File: src/hdl/assert_macros.svh
// Assertion macros shared by the RTL of the off-track row detector.
`ifndef ASSERT_MACROS_SVH
`define ASSERT_MACROS_SVH

// Checked on every rising edge outside reset.
`define OTRD_ASSERT(lbl, clk, rst_n, prop, msg) \
    lbl: assert property (@(posedge clk) disable iff (!rst_n) prop) else $error(msg);

// Checked on every rising edge, during reset as well.
`define OTRD_ASSERT_ALWAYS(lbl, clk, prop, msg) \
    lbl: assert property (@(posedge clk) prop) else $error(msg);

`endif

File: src/hdl/otrd_pkg.sv
package otrd_pkg;

    // Fixed field widths.
    localparam int PIX_W   = 8;
    localparam int COUNT_W = 7;
    localparam int ADDR_W  = 4;
    localparam int DATA_W  = 32;

    // Run counts saturate at the top of their range.
    localparam logic [COUNT_W-1:0] COUNT_MAX = '1;

    // Register reset values.
    localparam logic [PIX_W-1:0]   WHITE_RESET = 8'd255;
    localparam logic [COUNT_W-1:0] ENTER_RESET = 7'd40;
    localparam logic [COUNT_W-1:0] EXIT_RESET  = 7'd70;

    // Register index, taken from the word address.
    typedef enum logic [1:0] {
        REG_WHITE = 2'd0,
        REG_ENTER = 2'd1,
        REG_EXIT  = 2'd2
    } t_reg_index;

    // Configuration seen by the datapath.
    typedef struct packed {
        logic [PIX_W-1:0]   white_value;
        logic [COUNT_W-1:0] enter_threshold;
        logic [COUNT_W-1:0] exit_threshold;
    } t_cfg;

    // Off-track hysteresis state.
    typedef enum logic [0:0] {
        ST_ON_TRACK  = 1'b0,
        ST_OFF_TRACK = 1'b1
    } t_track_state;

endpackage

File: src/hdl/off_track_row_detector_top.sv
// Channel   | Direction | Handshake         | Payload
// ----------+-----------+-------------------+-----------------------------------------
// pixel     | in        | i_valid / o_stall | i_pixel, i_row_end
// result    | out       | o_valid / i_stall | o_off_track, o_left_side, o_longest_run,
//           |           |                   | o_run_first, o_run_last
// config    | in        | APB (psel/penable)| paddr, pwdata, prdata
//
// One pixel request is taken every cycle while o_stall is low; each pixel sits in the input register
// while run tracking settles, and a row's result is loaded into the output register when its
// row-end pixel leaves the input register; o_valid then offers the result from that register.
// Reset is synchronous and active low; it clears the run state, the flag and both valids.
// A stalled result holds in the output register while pixels that do not end a row keep
// flowing; only a row-end pixel waits in the input register for a free output register.

`include "assert_macros.svh"

module off_track_row_detector_top #(
    parameter int ROW_PIXELS = 128
) (
    input  logic                          i_clk,
    input  logic                          i_rst_n,
    input  logic                          i_valid,
    output logic                          o_stall,
    input  logic [otrd_pkg::PIX_W-1:0]    i_pixel,
    input  logic                          i_row_end,
    output logic                          o_valid,
    input  logic                          i_stall,
    output logic                          o_off_track,
    output logic                          o_left_side,
    output logic [otrd_pkg::COUNT_W-1:0]  o_longest_run,
    output logic [otrd_pkg::COUNT_W-1:0]  o_run_first,
    output logic [otrd_pkg::COUNT_W-1:0]  o_run_last,
    input  logic                          psel,
    input  logic                          penable,
    input  logic                          pwrite,
    input  logic [otrd_pkg::ADDR_W-1:0]   paddr,
    input  logic [otrd_pkg::DATA_W-1:0]   pwdata,
    output logic [otrd_pkg::DATA_W-1:0]   prdata,
    output logic                          pready
);
    import otrd_pkg::*;

    localparam int POS_W = $clog2(ROW_PIXELS);

    t_cfg               w_cfg;
    logic               r_in_valid;
    logic [PIX_W-1:0]   r_in_pixel;
    logic               r_in_row_end;
    logic               w_accept;
    logic               w_advance;
    logic               w_load;
    logic [COUNT_W-1:0] w_best_count;
    logic [POS_W-1:0]   w_best_start;
    logic [POS_W-1:0]   w_best_end;
    logic [POS_W-1:0]   w_last_pos;

    // A pixel advances unless it ends a row and the result register is full and stalled.
    assign w_advance = r_in_valid && (!r_in_row_end || !o_valid || !i_stall);
    assign w_load    = w_advance && r_in_row_end;
    assign o_stall   = r_in_valid && !w_advance;
    assign w_accept  = i_valid && !o_stall;

    // Input register.
    always_ff @(posedge i_clk) begin
        if (!i_rst_n) begin
            r_in_valid <= 1'b0;
        end else if (w_accept) begin
            r_in_valid <= 1'b1;
        end else if (w_advance) begin
            r_in_valid <= 1'b0;
        end
    end

    always_ff @(posedge i_clk) begin
        if (w_accept) begin
            r_in_pixel   <= i_pixel;
            r_in_row_end <= i_row_end;
        end
    end

    otrd_cfg_regs u_cfg_regs (
        .i_clk   (i_clk),
        .i_rst_n (i_rst_n),
        .psel    (psel),
        .penable (penable),
        .pwrite  (pwrite),
        .paddr   (paddr),
        .pwdata  (pwdata),
        .prdata  (prdata),
        .pready  (pready),
        .o_cfg   (w_cfg)
    );

    otrd_run_tracker #(
        .ROW_PIXELS (ROW_PIXELS)
    ) u_run_tracker (
        .i_clk        (i_clk),
        .i_rst_n      (i_rst_n),
        .i_step       (w_advance),
        .i_pixel      (r_in_pixel),
        .i_row_end    (r_in_row_end),
        .i_white      (w_cfg.white_value),
        .o_best_count (w_best_count),
        .o_best_start (w_best_start),
        .o_best_end   (w_best_end),
        .o_last_pos   (w_last_pos)
    );

    otrd_track_flag #(
        .ROW_PIXELS (ROW_PIXELS)
    ) u_track_flag (
        .i_clk         (i_clk),
        .i_rst_n       (i_rst_n),
        .i_load        (w_load),
        .i_stall       (i_stall),
        .i_cfg         (w_cfg),
        .i_best_count  (w_best_count),
        .i_best_start  (w_best_start),
        .i_best_end    (w_best_end),
        .i_last_pos    (w_last_pos),
        .o_valid       (o_valid),
        .o_off_track   (o_off_track),
        .o_left_side   (o_left_side),
        .o_longest_run (o_longest_run),
        .o_run_first   (o_run_first),
        .o_run_last    (o_run_last)
    );

    `OTRD_ASSERT(a_result_from_row_end, i_clk, i_rst_n, $rose(o_valid) |-> $past(w_load), "result without a row-end pixel")
    `OTRD_ASSERT_ALWAYS(a_reset_clears, i_clk, !i_rst_n |=> (!r_in_valid && !o_valid), "reset left a request pending")

endmodule

File: src/hdl/otrd_cfg_regs.sv
module otrd_cfg_regs (
    input  logic                          i_clk,
    input  logic                          i_rst_n,
    input  logic                          psel,
    input  logic                          penable,
    input  logic                          pwrite,
    input  logic [otrd_pkg::ADDR_W-1:0]   paddr,
    input  logic [otrd_pkg::DATA_W-1:0]   pwdata,
    output logic [otrd_pkg::DATA_W-1:0]   prdata,
    output logic                          pready,
    output otrd_pkg::t_cfg                o_cfg
);
    import otrd_pkg::*;

    t_cfg       r_cfg;
    t_reg_index w_index;
    logic       w_write;

    assign pready  = 1'b1;
    assign w_index = t_reg_index'(paddr[3:2]);
    assign w_write = psel && penable && pwrite && pready;
    assign o_cfg   = r_cfg;

    // Register writes; an address past the list is ignored.
    always_ff @(posedge i_clk) begin
        if (!i_rst_n) begin
            r_cfg.white_value     <= WHITE_RESET;
            r_cfg.enter_threshold <= ENTER_RESET;
            r_cfg.exit_threshold  <= EXIT_RESET;
        end else if (w_write) begin
            unique case (w_index)
                REG_WHITE: r_cfg.white_value     <= pwdata[PIX_W-1:0];
                REG_ENTER: r_cfg.enter_threshold <= pwdata[COUNT_W-1:0];
                REG_EXIT:  r_cfg.exit_threshold  <= pwdata[COUNT_W-1:0];
                default: begin
                end
            endcase
        end
    end

    // Read data.
    always_comb begin
        unique case (w_index)
            REG_WHITE: prdata = DATA_W'(r_cfg.white_value);
            REG_ENTER: prdata = DATA_W'(r_cfg.enter_threshold);
            REG_EXIT:  prdata = DATA_W'(r_cfg.exit_threshold);
            default:   prdata = '0;
        endcase
    end

endmodule

File: src/hdl/otrd_run_tracker.sv
`include "assert_macros.svh"

module otrd_run_tracker #(
    parameter int ROW_PIXELS = 128
) (
    input  logic                               i_clk,
    input  logic                               i_rst_n,
    input  logic                               i_step,
    input  logic [otrd_pkg::PIX_W-1:0]         i_pixel,
    input  logic                               i_row_end,
    input  logic [otrd_pkg::PIX_W-1:0]         i_white,
    output logic [otrd_pkg::COUNT_W-1:0]       o_best_count,
    output logic [$clog2(ROW_PIXELS)-1:0]      o_best_start,
    output logic [$clog2(ROW_PIXELS)-1:0]      o_best_end,
    output logic [$clog2(ROW_PIXELS)-1:0]      o_last_pos
);
    import otrd_pkg::*;

    localparam int POS_W = $clog2(ROW_PIXELS);
    localparam int COL_W = $clog2(ROW_PIXELS + 1);

    logic               r_prev;
    logic [COL_W-1:0]   r_column;
    logic [COUNT_W-1:0] r_cur_count;
    logic [POS_W-1:0]   r_cur_start;
    logic [COUNT_W-1:0] r_best_count;
    logic [POS_W-1:0]   r_best_start;
    logic [POS_W-1:0]   r_best_end;

    logic               n_prev;
    logic [COL_W-1:0]   n_column;
    logic [COUNT_W-1:0] n_cur_count;
    logic [POS_W-1:0]   n_cur_start;
    logic [COUNT_W-1:0] n_best_count;
    logic [POS_W-1:0]   n_best_start;
    logic [POS_W-1:0]   n_best_end;

    logic               w_col_ok;
    logic               w_white;
    logic [POS_W-1:0]   w_pair_pos;
    logic [POS_W-1:0]   w_last_pos;
    logic [COUNT_W-1:0] w_fin_count;
    logic [POS_W-1:0]   w_fin_start;
    logic [POS_W-1:0]   w_fin_end;

    // Judge the pair ending at this pixel, then close the open run for row end.
    always_comb begin
        w_col_ok     = r_column < COL_W'(ROW_PIXELS);
        w_white      = i_pixel == i_white;
        w_pair_pos   = POS_W'(r_column - 1'b1);
        n_prev       = r_prev;
        n_column     = r_column;
        n_cur_count  = r_cur_count;
        n_cur_start  = r_cur_start;
        n_best_count = r_best_count;
        n_best_start = r_best_start;
        n_best_end   = r_best_end;
        if (w_col_ok) begin
            if (r_column != '0) begin
                if (r_prev && w_white) begin
                    if (n_cur_count != COUNT_MAX) begin
                        n_cur_count = n_cur_count + 1'b1;
                    end
                end else begin
                    if (r_cur_count > r_best_count) begin
                        n_best_count = r_cur_count;
                        n_best_start = r_cur_start;
                        n_best_end   = w_pair_pos;
                    end
                    n_cur_count = '0;
                    n_cur_start = w_pair_pos;
                end
            end
            n_prev   = w_white;
            n_column = r_column + 1'b1;
        end
        w_last_pos  = POS_W'(n_column - 1'b1);
        w_fin_count = n_best_count;
        w_fin_start = n_best_start;
        w_fin_end   = n_best_end;
        if (n_cur_count > n_best_count) begin
            w_fin_count = n_cur_count;
            w_fin_start = n_cur_start;
            w_fin_end   = w_last_pos;
        end
    end

    assign o_best_count = w_fin_count;
    assign o_best_start = w_fin_start;
    assign o_best_end   = w_fin_end;
    assign o_last_pos   = w_last_pos;

    // Run state; the row end restarts the row but keeps the run bounds.
    always_ff @(posedge i_clk) begin
        if (!i_rst_n) begin
            r_prev       <= 1'b0;
            r_column     <= '0;
            r_cur_count  <= '0;
            r_cur_start  <= '0;
            r_best_count <= '0;
            r_best_start <= '0;
            r_best_end   <= '0;
        end else if (i_step) begin
            if (i_row_end) begin
                r_prev       <= 1'b0;
                r_column     <= '0;
                r_cur_count  <= '0;
                r_cur_start  <= '0;
                r_best_count <= '0;
                r_best_start <= w_fin_start;
                r_best_end   <= w_fin_end;
            end else begin
                r_prev       <= n_prev;
                r_column     <= n_column;
                r_cur_count  <= n_cur_count;
                r_cur_start  <= n_cur_start;
                r_best_count <= n_best_count;
                r_best_start <= n_best_start;
                r_best_end   <= n_best_end;
            end
        end
    end

    `OTRD_ASSERT(a_column_range, i_clk, i_rst_n, r_column <= COL_W'(ROW_PIXELS), "column ran past the row length")
    `OTRD_ASSERT(a_no_pair_yet, i_clk, i_rst_n, (r_column <= COL_W'(1)) |-> (r_cur_count == '0), "run counted before the first pair")

endmodule

File: src/hdl/otrd_track_flag.sv
`include "assert_macros.svh"

module otrd_track_flag #(
    parameter int ROW_PIXELS = 128
) (
    input  logic                               i_clk,
    input  logic                               i_rst_n,
    input  logic                               i_load,
    input  logic                               i_stall,
    input  otrd_pkg::t_cfg                     i_cfg,
    input  logic [otrd_pkg::COUNT_W-1:0]       i_best_count,
    input  logic [$clog2(ROW_PIXELS)-1:0]      i_best_start,
    input  logic [$clog2(ROW_PIXELS)-1:0]      i_best_end,
    input  logic [$clog2(ROW_PIXELS)-1:0]      i_last_pos,
    output logic                               o_valid,
    output logic                               o_off_track,
    output logic                               o_left_side,
    output logic [otrd_pkg::COUNT_W-1:0]       o_longest_run,
    output logic [otrd_pkg::COUNT_W-1:0]       o_run_first,
    output logic [otrd_pkg::COUNT_W-1:0]       o_run_last
);
    import otrd_pkg::*;

    t_track_state       r_state;
    t_track_state       n_state;
    logic               r_left;
    logic               n_left;
    logic               r_valid;
    logic [COUNT_W-1:0] r_longest_run;
    logic [COUNT_W-1:0] r_run_first;
    logic [COUNT_W-1:0] r_run_last;
    logic               w_at_left;
    logic               w_at_right;

    assign w_at_left  = i_best_start == '0;
    assign w_at_right = i_best_end >= i_last_pos;

    // State register for the hysteresis flag and the remembered side.
    always_ff @(posedge i_clk) begin
        if (!i_rst_n) begin
            r_state <= ST_ON_TRACK;
            r_left  <= 1'b0;
        end else if (i_load) begin
            r_state <= n_state;
            r_left  <= n_left;
        end
    end

    // Set on a short run at an edge, clear on a long run at the same edge.
    always_comb begin
        n_state = r_state;
        n_left  = r_left;
        unique case (r_state)
            ST_ON_TRACK: begin
                if (i_best_count <= i_cfg.enter_threshold) begin
                    if (w_at_left) begin
                        n_state = ST_OFF_TRACK;
                        n_left  = 1'b1;
                    end else if (w_at_right) begin
                        n_state = ST_OFF_TRACK;
                        n_left  = 1'b0;
                    end
                end
            end
            ST_OFF_TRACK: begin
                if (i_best_count >= i_cfg.exit_threshold) begin
                    if ((r_left && w_at_left) || (!r_left && w_at_right)) begin
                        n_state = ST_ON_TRACK;
                    end
                end
            end
            default: begin
                n_state = ST_ON_TRACK;
            end
        endcase
    end

    // Result register: holds a row's result until the request is taken.
    always_ff @(posedge i_clk) begin
        if (!i_rst_n) begin
            r_valid <= 1'b0;
        end else if (i_load) begin
            r_valid <= 1'b1;
        end else if (!i_stall) begin
            r_valid <= 1'b0;
        end
    end

    always_ff @(posedge i_clk) begin
        if (i_load) begin
            r_longest_run <= i_best_count;
            r_run_first   <= COUNT_W'(i_best_start);
            r_run_last    <= COUNT_W'(i_best_end);
        end
    end

    assign o_valid       = r_valid;
    assign o_off_track   = r_state == ST_OFF_TRACK;
    assign o_left_side   = r_left;
    assign o_longest_run = r_longest_run;
    assign o_run_first   = r_run_first;
    assign o_run_last    = r_run_last;

    `OTRD_ASSERT(a_flag_on_load, i_clk, i_rst_n, (r_state != $past(r_state)) |-> $past(i_load), "flag changed without a row end")
    `OTRD_ASSERT(a_no_overwrite, i_clk, i_rst_n, (r_valid && i_stall) |-> !i_load, "stalled result overwritten")

endmodule
File: config.mk
export PLATFORM = sky130hd
export DESIGN_NAME = off_track_row_detector_top
export DESIGN_NICKNAME = d
export VERILOG_FILES = /design/src/hdl/otrd_pkg.sv /design/src/hdl/off_track_row_detector_top.sv /design/src/hdl/otrd_cfg_regs.sv /design/src/hdl/otrd_run_tracker.sv /design/src/hdl/otrd_track_flag.sv
export VERILOG_INCLUDE_DIRS = /design/src /design/src/hdl
export SDC_FILE = /design/constraint.sdc
export NUM_CORES = 1
export LEC_CHECK = 0
export BUFFER_PORTS_ARGS = -buffer_cell sky130_fd_sc_hd__clkbuf_2
export CORE_ASPECT_RATIO = 0.8
export CORE_MARGIN = 3
export CORE_UTILIZATION = 57
export CTS_CLUSTER_DIAMETER = 120
export DETAILED_ROUTE_END_ITERATION = 8
export PLACE_DENSITY_LB_ADDON = 0.12
export SYNTH_ARGS = -nofsm -noshare
export SYNTH_HDL_FRONTEND = slang
export SYNTH_SLANG_ARGS = --single-unit
File: constraint.sdc
create_clock -name i_clk -period 7.74 [get_ports i_clk]
set_clock_uncertainty 0.2 [all_clocks]
set_input_delay 1.161 -clock i_clk [delete_from_list [all_inputs] [get_ports i_clk]]
set_output_delay 1.161 -clock i_clk [all_outputs]
set_load 0.01 [all_outputs]
Yosys cells after proc, flatten, opt, wreduce, memory -nomap -nowiden --
Cells that the tools add are included.
Storage, ports and cells: flip-flop bits (word level) 100, input port bits 52
Operators by class: reductions and logical operators 29, equality and inequality tests 5, multiplexer cells 44, bitwise gates (word level) 1, add/subtract/negate cells 4, order comparisons 6
Operator list (count):
- 2-to-1 mux 7 bit | 27
- case mux 8 bit (3 select lines) | 1
- 2-to-1 mux 8 bit | 2
- greater-or-equal comparator 7 bit | 2
- greater-than comparator 7 bit | 2
- subtractor 7 x 1 -> 7 bit (second input constant) | 2
- 2-to-1 mux 1 bit | 13
- logical AND 1 bit | 9
- adder 8 x 1 -> 8 bit (second input constant) | 1
- == test 8 bit | 1
- < comparator 8 bit (second input constant) | 1
- AND reduction 2 bit | 4
- nonzero test 8 bit | 1
- adder 7 x 1 -> 7 bit (second input constant) | 1
- less-or-equal comparator 7 bit | 1
- logical NOT 7 bit | 1
- inequality test 7 bit (second input constant) | 1
- logical NOT 1 bit | 6
- nonzero test 2 bit | 3
- AND reduction 4 bit | 1
- logical OR 1 bit | 3
- == test 2 x 1 -> 1 bit (second input constant) | 1
- == test 2 bit (second input constant) | 1
- logical NOT 2 bit | 1
- 3 further kinds | 3

Logic depth before layout (Yosys ltp) --
depth in word-level cells 13, mapped depth 29, mapped depth without buffers 25

Hierarchy --
From an unflattened synthesis, not the netlist that was laid out.
Unflattened totals: cells, all modules 725, area total of the unflattened synthesis 6412.4 µm²
By module, submodules not included:
- otrd_run_tracker | cells an instance 455, times used 1, area an instance 3490.8 µm², seq. area each 880.8 µm²
- otrd_track_flag | cells an instance 107, times used 1, area an instance 1312.5 µm², seq. area each 690.7 µm²
- otrd_cfg_regs | cells an instance 146, times used 1, area an instance 1275.0 µm², seq. area each 440.4 µm²
- off_track_row_detector_top | cells an instance 17, times used 1, area an instance 334.1 µm², seq. area each 290.3 µm²

Worst setup path after synthesis --
Ideal clock, no wire load.
path kind reg-to-reg, from reg u_run_tracker.r_column[0], to reg u_track_flag.r_state, in the netlist u_track_flag.o_off_track, data arrival time 5.717 ns, cell stages (with the launch flop) 29, path slack 1.702 ns, data required time 7.419 ns, buffers on the path 6, cell sequence dfxtp_1 -> clkbuf_1 -> inv_1 -> ha_1 -> a31o_1 -> a31oi_4 -> nor3b_1 -> buf_2 -> buf_2 -> mux2i_1 -> ha_1 -> a21o_1 -> a221o_1 -> a31oi_1 -> or2_2 -> buf_2 -> clkbuf_1 -> clkbuf_1 -> a21oi_1 -> ha_1 -> nor2b_1 -> o21a_1 -> o21bai_1 -> a31oi_1 -> nor2_1 -> a221oi_1 -> nand2_1 -> nor3_1 -> nor3_1
On the way: elaborated cells on any way between the ends 36, classes of those cells 3 x add/sub; 5 x order compare; 23 x mux; 5 x reduce/logical
RTL lines:
- start, declared | RTL line otrd_run_tracker.sv:23 | logic [COL_W-1:0] r_column;
- start signal, assigned | RTL line otrd_run_tracker.sv:114 | r_column <= n_column;
- branches (longest 4 deep; another with < comparator 8 bit)
- 2-to-1 mux 7 bit * | RTL line otrd_run_tracker.sv:81 | if (n_cur_count > n_best_count) begin
- via u_run_tracker.o_best_count (one bit) | RTL line otrd_run_tracker.sv:12 | output logic [otrd_pkg::COUNT_W-1:0] o_best_count,
- greater-or-equal comparator 7 bit or less-or-equal comparator 7 bit (tied branches) | RTL line otrd_track_flag.sv:66, otrd_track_flag.sv:55
- 2-to-1 mux 1 bit (on tied branches) | RTL line otrd_track_flag.sv:66, otrd_track_flag.sv:55
- case mux 1 bit (2 select lines) * | RTL line otrd_track_flag.sv:53 | unique case (r_state)
- end signal, assigned | RTL line otrd_track_flag.sv:44 | r_state <= n_state;
- end, declared | RTL line otrd_track_flag.sv:24 | t_track_state r_state;
Mark *: on every way through the listed nets, which the timed path passes. A chain may end at the register's enable or synchronous reset.

Worst setup path after layout --
from reg u_run_tracker.r_column[0], to reg u_track_flag.r_state, in the netlist u_track_flag.o_off_track
On the way: longest elaborated chain between the ends 12, elaborated cells on any way between the ends 36, classes of those cells 3 x add/sub; 5 x order compare; 23 x mux; 5 x reduce/logical
RTL lines (RTL line):
- branches (longest 11 deep; another with adder 8 x 1 -> 8 bit)
- case mux 1 bit (2 select lines) * | otrd_track_flag.sv:53
Every way passes the cells marked *.

==> results.py <==
metrics = {
    "critical_path": {
        "worstPathMaxFanout": 27,
        "crit_buf_inv": 1,
        "crit_family": "compound AO/OA/AOI/OAI gates",
        "worstSetupPathType": "flop to flop",
        "required_ns": 7.78,
        "crit_chain": "inv_1 > ha_1 > a31o_1 > a31oi_4 > or3b_1 > mux2i_1 > ha_1 > a21oi_1 > o21ai_0 > a31oi_1 > or2_2 > o21ai_0 > a221o_1 > ha_1 > nand2b_1 > a21o_1 > a21o_1 > a21o_1 > a21oi_1 > o21ai_0 > a21oi_1 > o21a_1 > nor3_1",
        "critPathMaxStageDelay_ns": 0.76,
        "start_kind": "flop",
        "crit_slowest_cell": "or3b_1",
        "crit_path_end_kind": "flop",
        "arrival_ns": 7.00,
    },
    "place": {
        "dp_hpwl_um": 10600,
        "post-place-ws_ns": 0.926,
        "port_buffers": 58,
        "place_area_um2": 6280,
        "place.gp.congestion": 0.880,
    },
    "floorplanning": {
        "rows": 32,
        "die_area_um2": 11900,
        "chipHeight_um": 98.0,
        "die_w_um": 121,
        "core_area_um2": 9970,
        "initial_core_util_pct": 60.5,
        "ios": 110,
    },
    "cells_and_area": {
        "syn2layout_area_growth_pct": 10.4,
        "antenna_cells": 0,
        "nNetsFinal": 797,
        "layout-drive-gt1-share_pct": 14.1,
        "stdcell_area_um2": 6650,
    },
    "logic_synthesis": {
        "synth_seq_cells": 100,
        "ys_seq_area_share_pct": 38.2,
        "synth_compound_area_share_pct": 16.8,
        "synth_simple_gate_area_share_pct": 18.7,
        "syn_avg_cell_area_um2": 8.97,
        "yosys.area_share.xor_xnor_pct": 4.07,
        "synthAdderAreaFrac_pct": 8.30,
        "yosys.area.top_type_share_pct": 23.2,
        "yosys_warnings": 0,
        "ys_types": 57,
        "postSynthCellCount": 672,
        "synthTopCellsByArea": "dfxtp_1 23%, edfxtp_1 15%, ha_1 8.3%",
        "synthArstFlopShare_pct": 0,
        "synthMuxAreaShare_pct": 5.75,
        "synth_edf_count": 30,
        "synthTopCellsByCount": "70 x dfxtp_1, 56 x nand2_1, 40 x ha_1",
        "synth_ff_type": "dfxtp_1",
        "syn-cell-area_um2": 6030,
        "synth_top_family_by_area": "simple AND/OR/NAND/NOR gates",
        "yosys.area.top_type": "dfxtp_1",
        "yosysMostFrequentCell": "dfxtp_1",
    },
    "grt": {
        "met3_usage_pct": 4.63,
        "grt_usage_pct": 25.1,
        "grt_max_degree": 73,
        "antenna_found_initial": 0,
        "top_usage_layer": "met1",
        "grt_pass1_wl_um": 23900,
        "overflow": 0,
        "use_met2_pct": 35.6,
        "grt_pass1_vias": 4704,
        "met1_usage_pct": 38.6,
    },
    "timing": {
        "relSlewSlack_pct": 17.0,
        "rsz0062_at_grt": "no",
        "finalMaxSlewViolations": 0,
        "tightestPinTransition_ns": 1.24,
        "hold_viol_final": 0,
        "layout_setup_ws_ns": 0.780,
        "min_period_over_period_pct": 89.9,
        "period_needed_ns": 6.96,
        "setup_tns_ns": 0,
        "max_freq_ghz": 0.144,
        "setup_viol": 0,
    },
    "power_and_ir_drop": {
        "p_per_area_nw_per_um2": 192,
        "leakage_nw": 2.79,
        "power.total_mw": 1.28,
        "ir_drop_uv": 138,
    },
    "drt": {
        "first_iter_violations": 570,
        "route.detailed.drc": 0,
        "firstDrtPassIters": 5,
        "viasPerCell": 5.94,
        "antenna_left": 0,
        "num_vias": 5025,
        "routedWlPerCell_um": 17.7,
        "routed_wl_um": 15000,
    },
    "hold_path": {
        "min_path_type": "flop to flop",
    },
    "clocking": {
        "clk_pin_slew_ns": 0.07,
        "cts_root_buf": "clkbuf_16",
        "cts_tree": "yes",
        "insertion_delay_ns": 0.35,
        "cts_sinks": 100,
        "cts_resized": 0,
        "post_cts_buffers": 0,
        "cts_made_buffers": 9,
        "clockBufferDepth": 2,
        "htreeDepth": 3,
        "cts_hold_buf": 0,
    },
    "status": {
        "status": "complete, no violations",
    },
    "job": {
        "drv_cap": 0,
    },
}
-- cell type report --
| cell class | count | area (um2) |
|---|---|---|
| clock inverter | 5 | 103 |
| inverter | 35 | 131 |
| multi-input combinational | 495 | 3340 |
| fill | 819 | 3320 |
| sequential | 100 | 2300 |
| tap | 136 | 170 |
| timing repair buffer | 64 | 335 |
| clock buffer | 11 | 275 |
-- metal layers --
metal  wire [um]  share of wire (%)  vias up
li1            -                  -     2409
met1        7270                 48     2420
met2        6500                 43      180
met3        1020                6.8       16
met4         206                1.4        0
met5           0                  0        -
-- state kept, by name, summed over array words and instances (netlist names) --
register / count
u_run_tracker.r_cur_count: 7
u_run_tracker.r_prev: 1
u_run_tracker.r_best_count: 7
u_track_flag.o_left_side: 1
r_in_pixel: 8
u_run_tracker.r_best_start: 7
u_run_tracker.r_best_end: 7
u_track_flag.o_run_first: 7
u_track_flag.o_off_track: 1
u_track_flag.o_valid: 1
u_track_flag.o_longest_run: 7
r_in_row_end: 1
u_track_flag.o_run_last: 7
r_in_valid: 1
u_run_tracker.r_column: 8
u_run_tracker.r_cur_start: 7
u_cfg_regs.o_cfg: 22
-- report_power, final --
part	switching, mW	internal [mW]	total (mW)
clock	0.202	0.355	0.557
combinational	0.0979	0.0579	0.156
sequential	0.00870	0.556	0.564
-- cell usage in the layout, fill, tap and decap left out, types with 17 or more instances in the layout --
cell and instances:
a21oi_1 29, clkbuf_2 58, nor2_1 39, inv_1 34, xor2_1 19, nand3_1 21
conb_1 25, nor2b_1 33, o21ai_0 32, edfxtp_1 30, nand2_1 56, mux2i_1 32
a22oi_1 17, dfxtp_1 70, ha_1 40, nor3_1 18
-- tightest hold or removal path, stage by stage, from the launching register on --
cell and delay [ns]:
dfxtp_1 0.33, nand2_1 0.06, nand3_1 0.06
-- through the flow --
stage	cells	utilization [%]	hold WS, ns
floorplan	695	-	0.267
global placement	830	63.0	0.276
detailed placement	830	63.0	0.284
CTS	846	66.7	0.294
global route	846	66.7	0.328
finish	846	66.7	0.292
-- worst paths after layout --
kind                                   from                       end  slack [ns]  cells after the start
setup / recovery  u_run_tracker.r_column[0]  u_track_flag.o_off_track        0.78                     23
setup reg to reg  u_run_tracker.r_column[0]  u_track_flag.o_off_track        0.78                     23
hold reg to reg        u_cfg_regs.o_cfg[21]      u_cfg_regs.o_cfg[21]        0.29                      2
hold / removal         u_cfg_regs.o_cfg[21]      u_cfg_regs.o_cfg[21]        0.29                      2
-- cell families (layout without fill, tap and decap cells) --
| family | after synthesis | in the layout |
|---|---|---|
| AND/OR/NAND/NOR | 221 | 221 |
| AO/OA/AOI/OAI | 147 | 147 |
| flip-flops | 100 | 100 |
| buffers and inverters | 100 | 115 |
| adder cells (fa/ha/maj) | 40 | 40 |
| multiplexers | 34 | 34 |
| XOR/XNOR | 28 | 28 |
| other | 2 | 25 |
No activity file was read; power rests on OpenSTA's default activity.
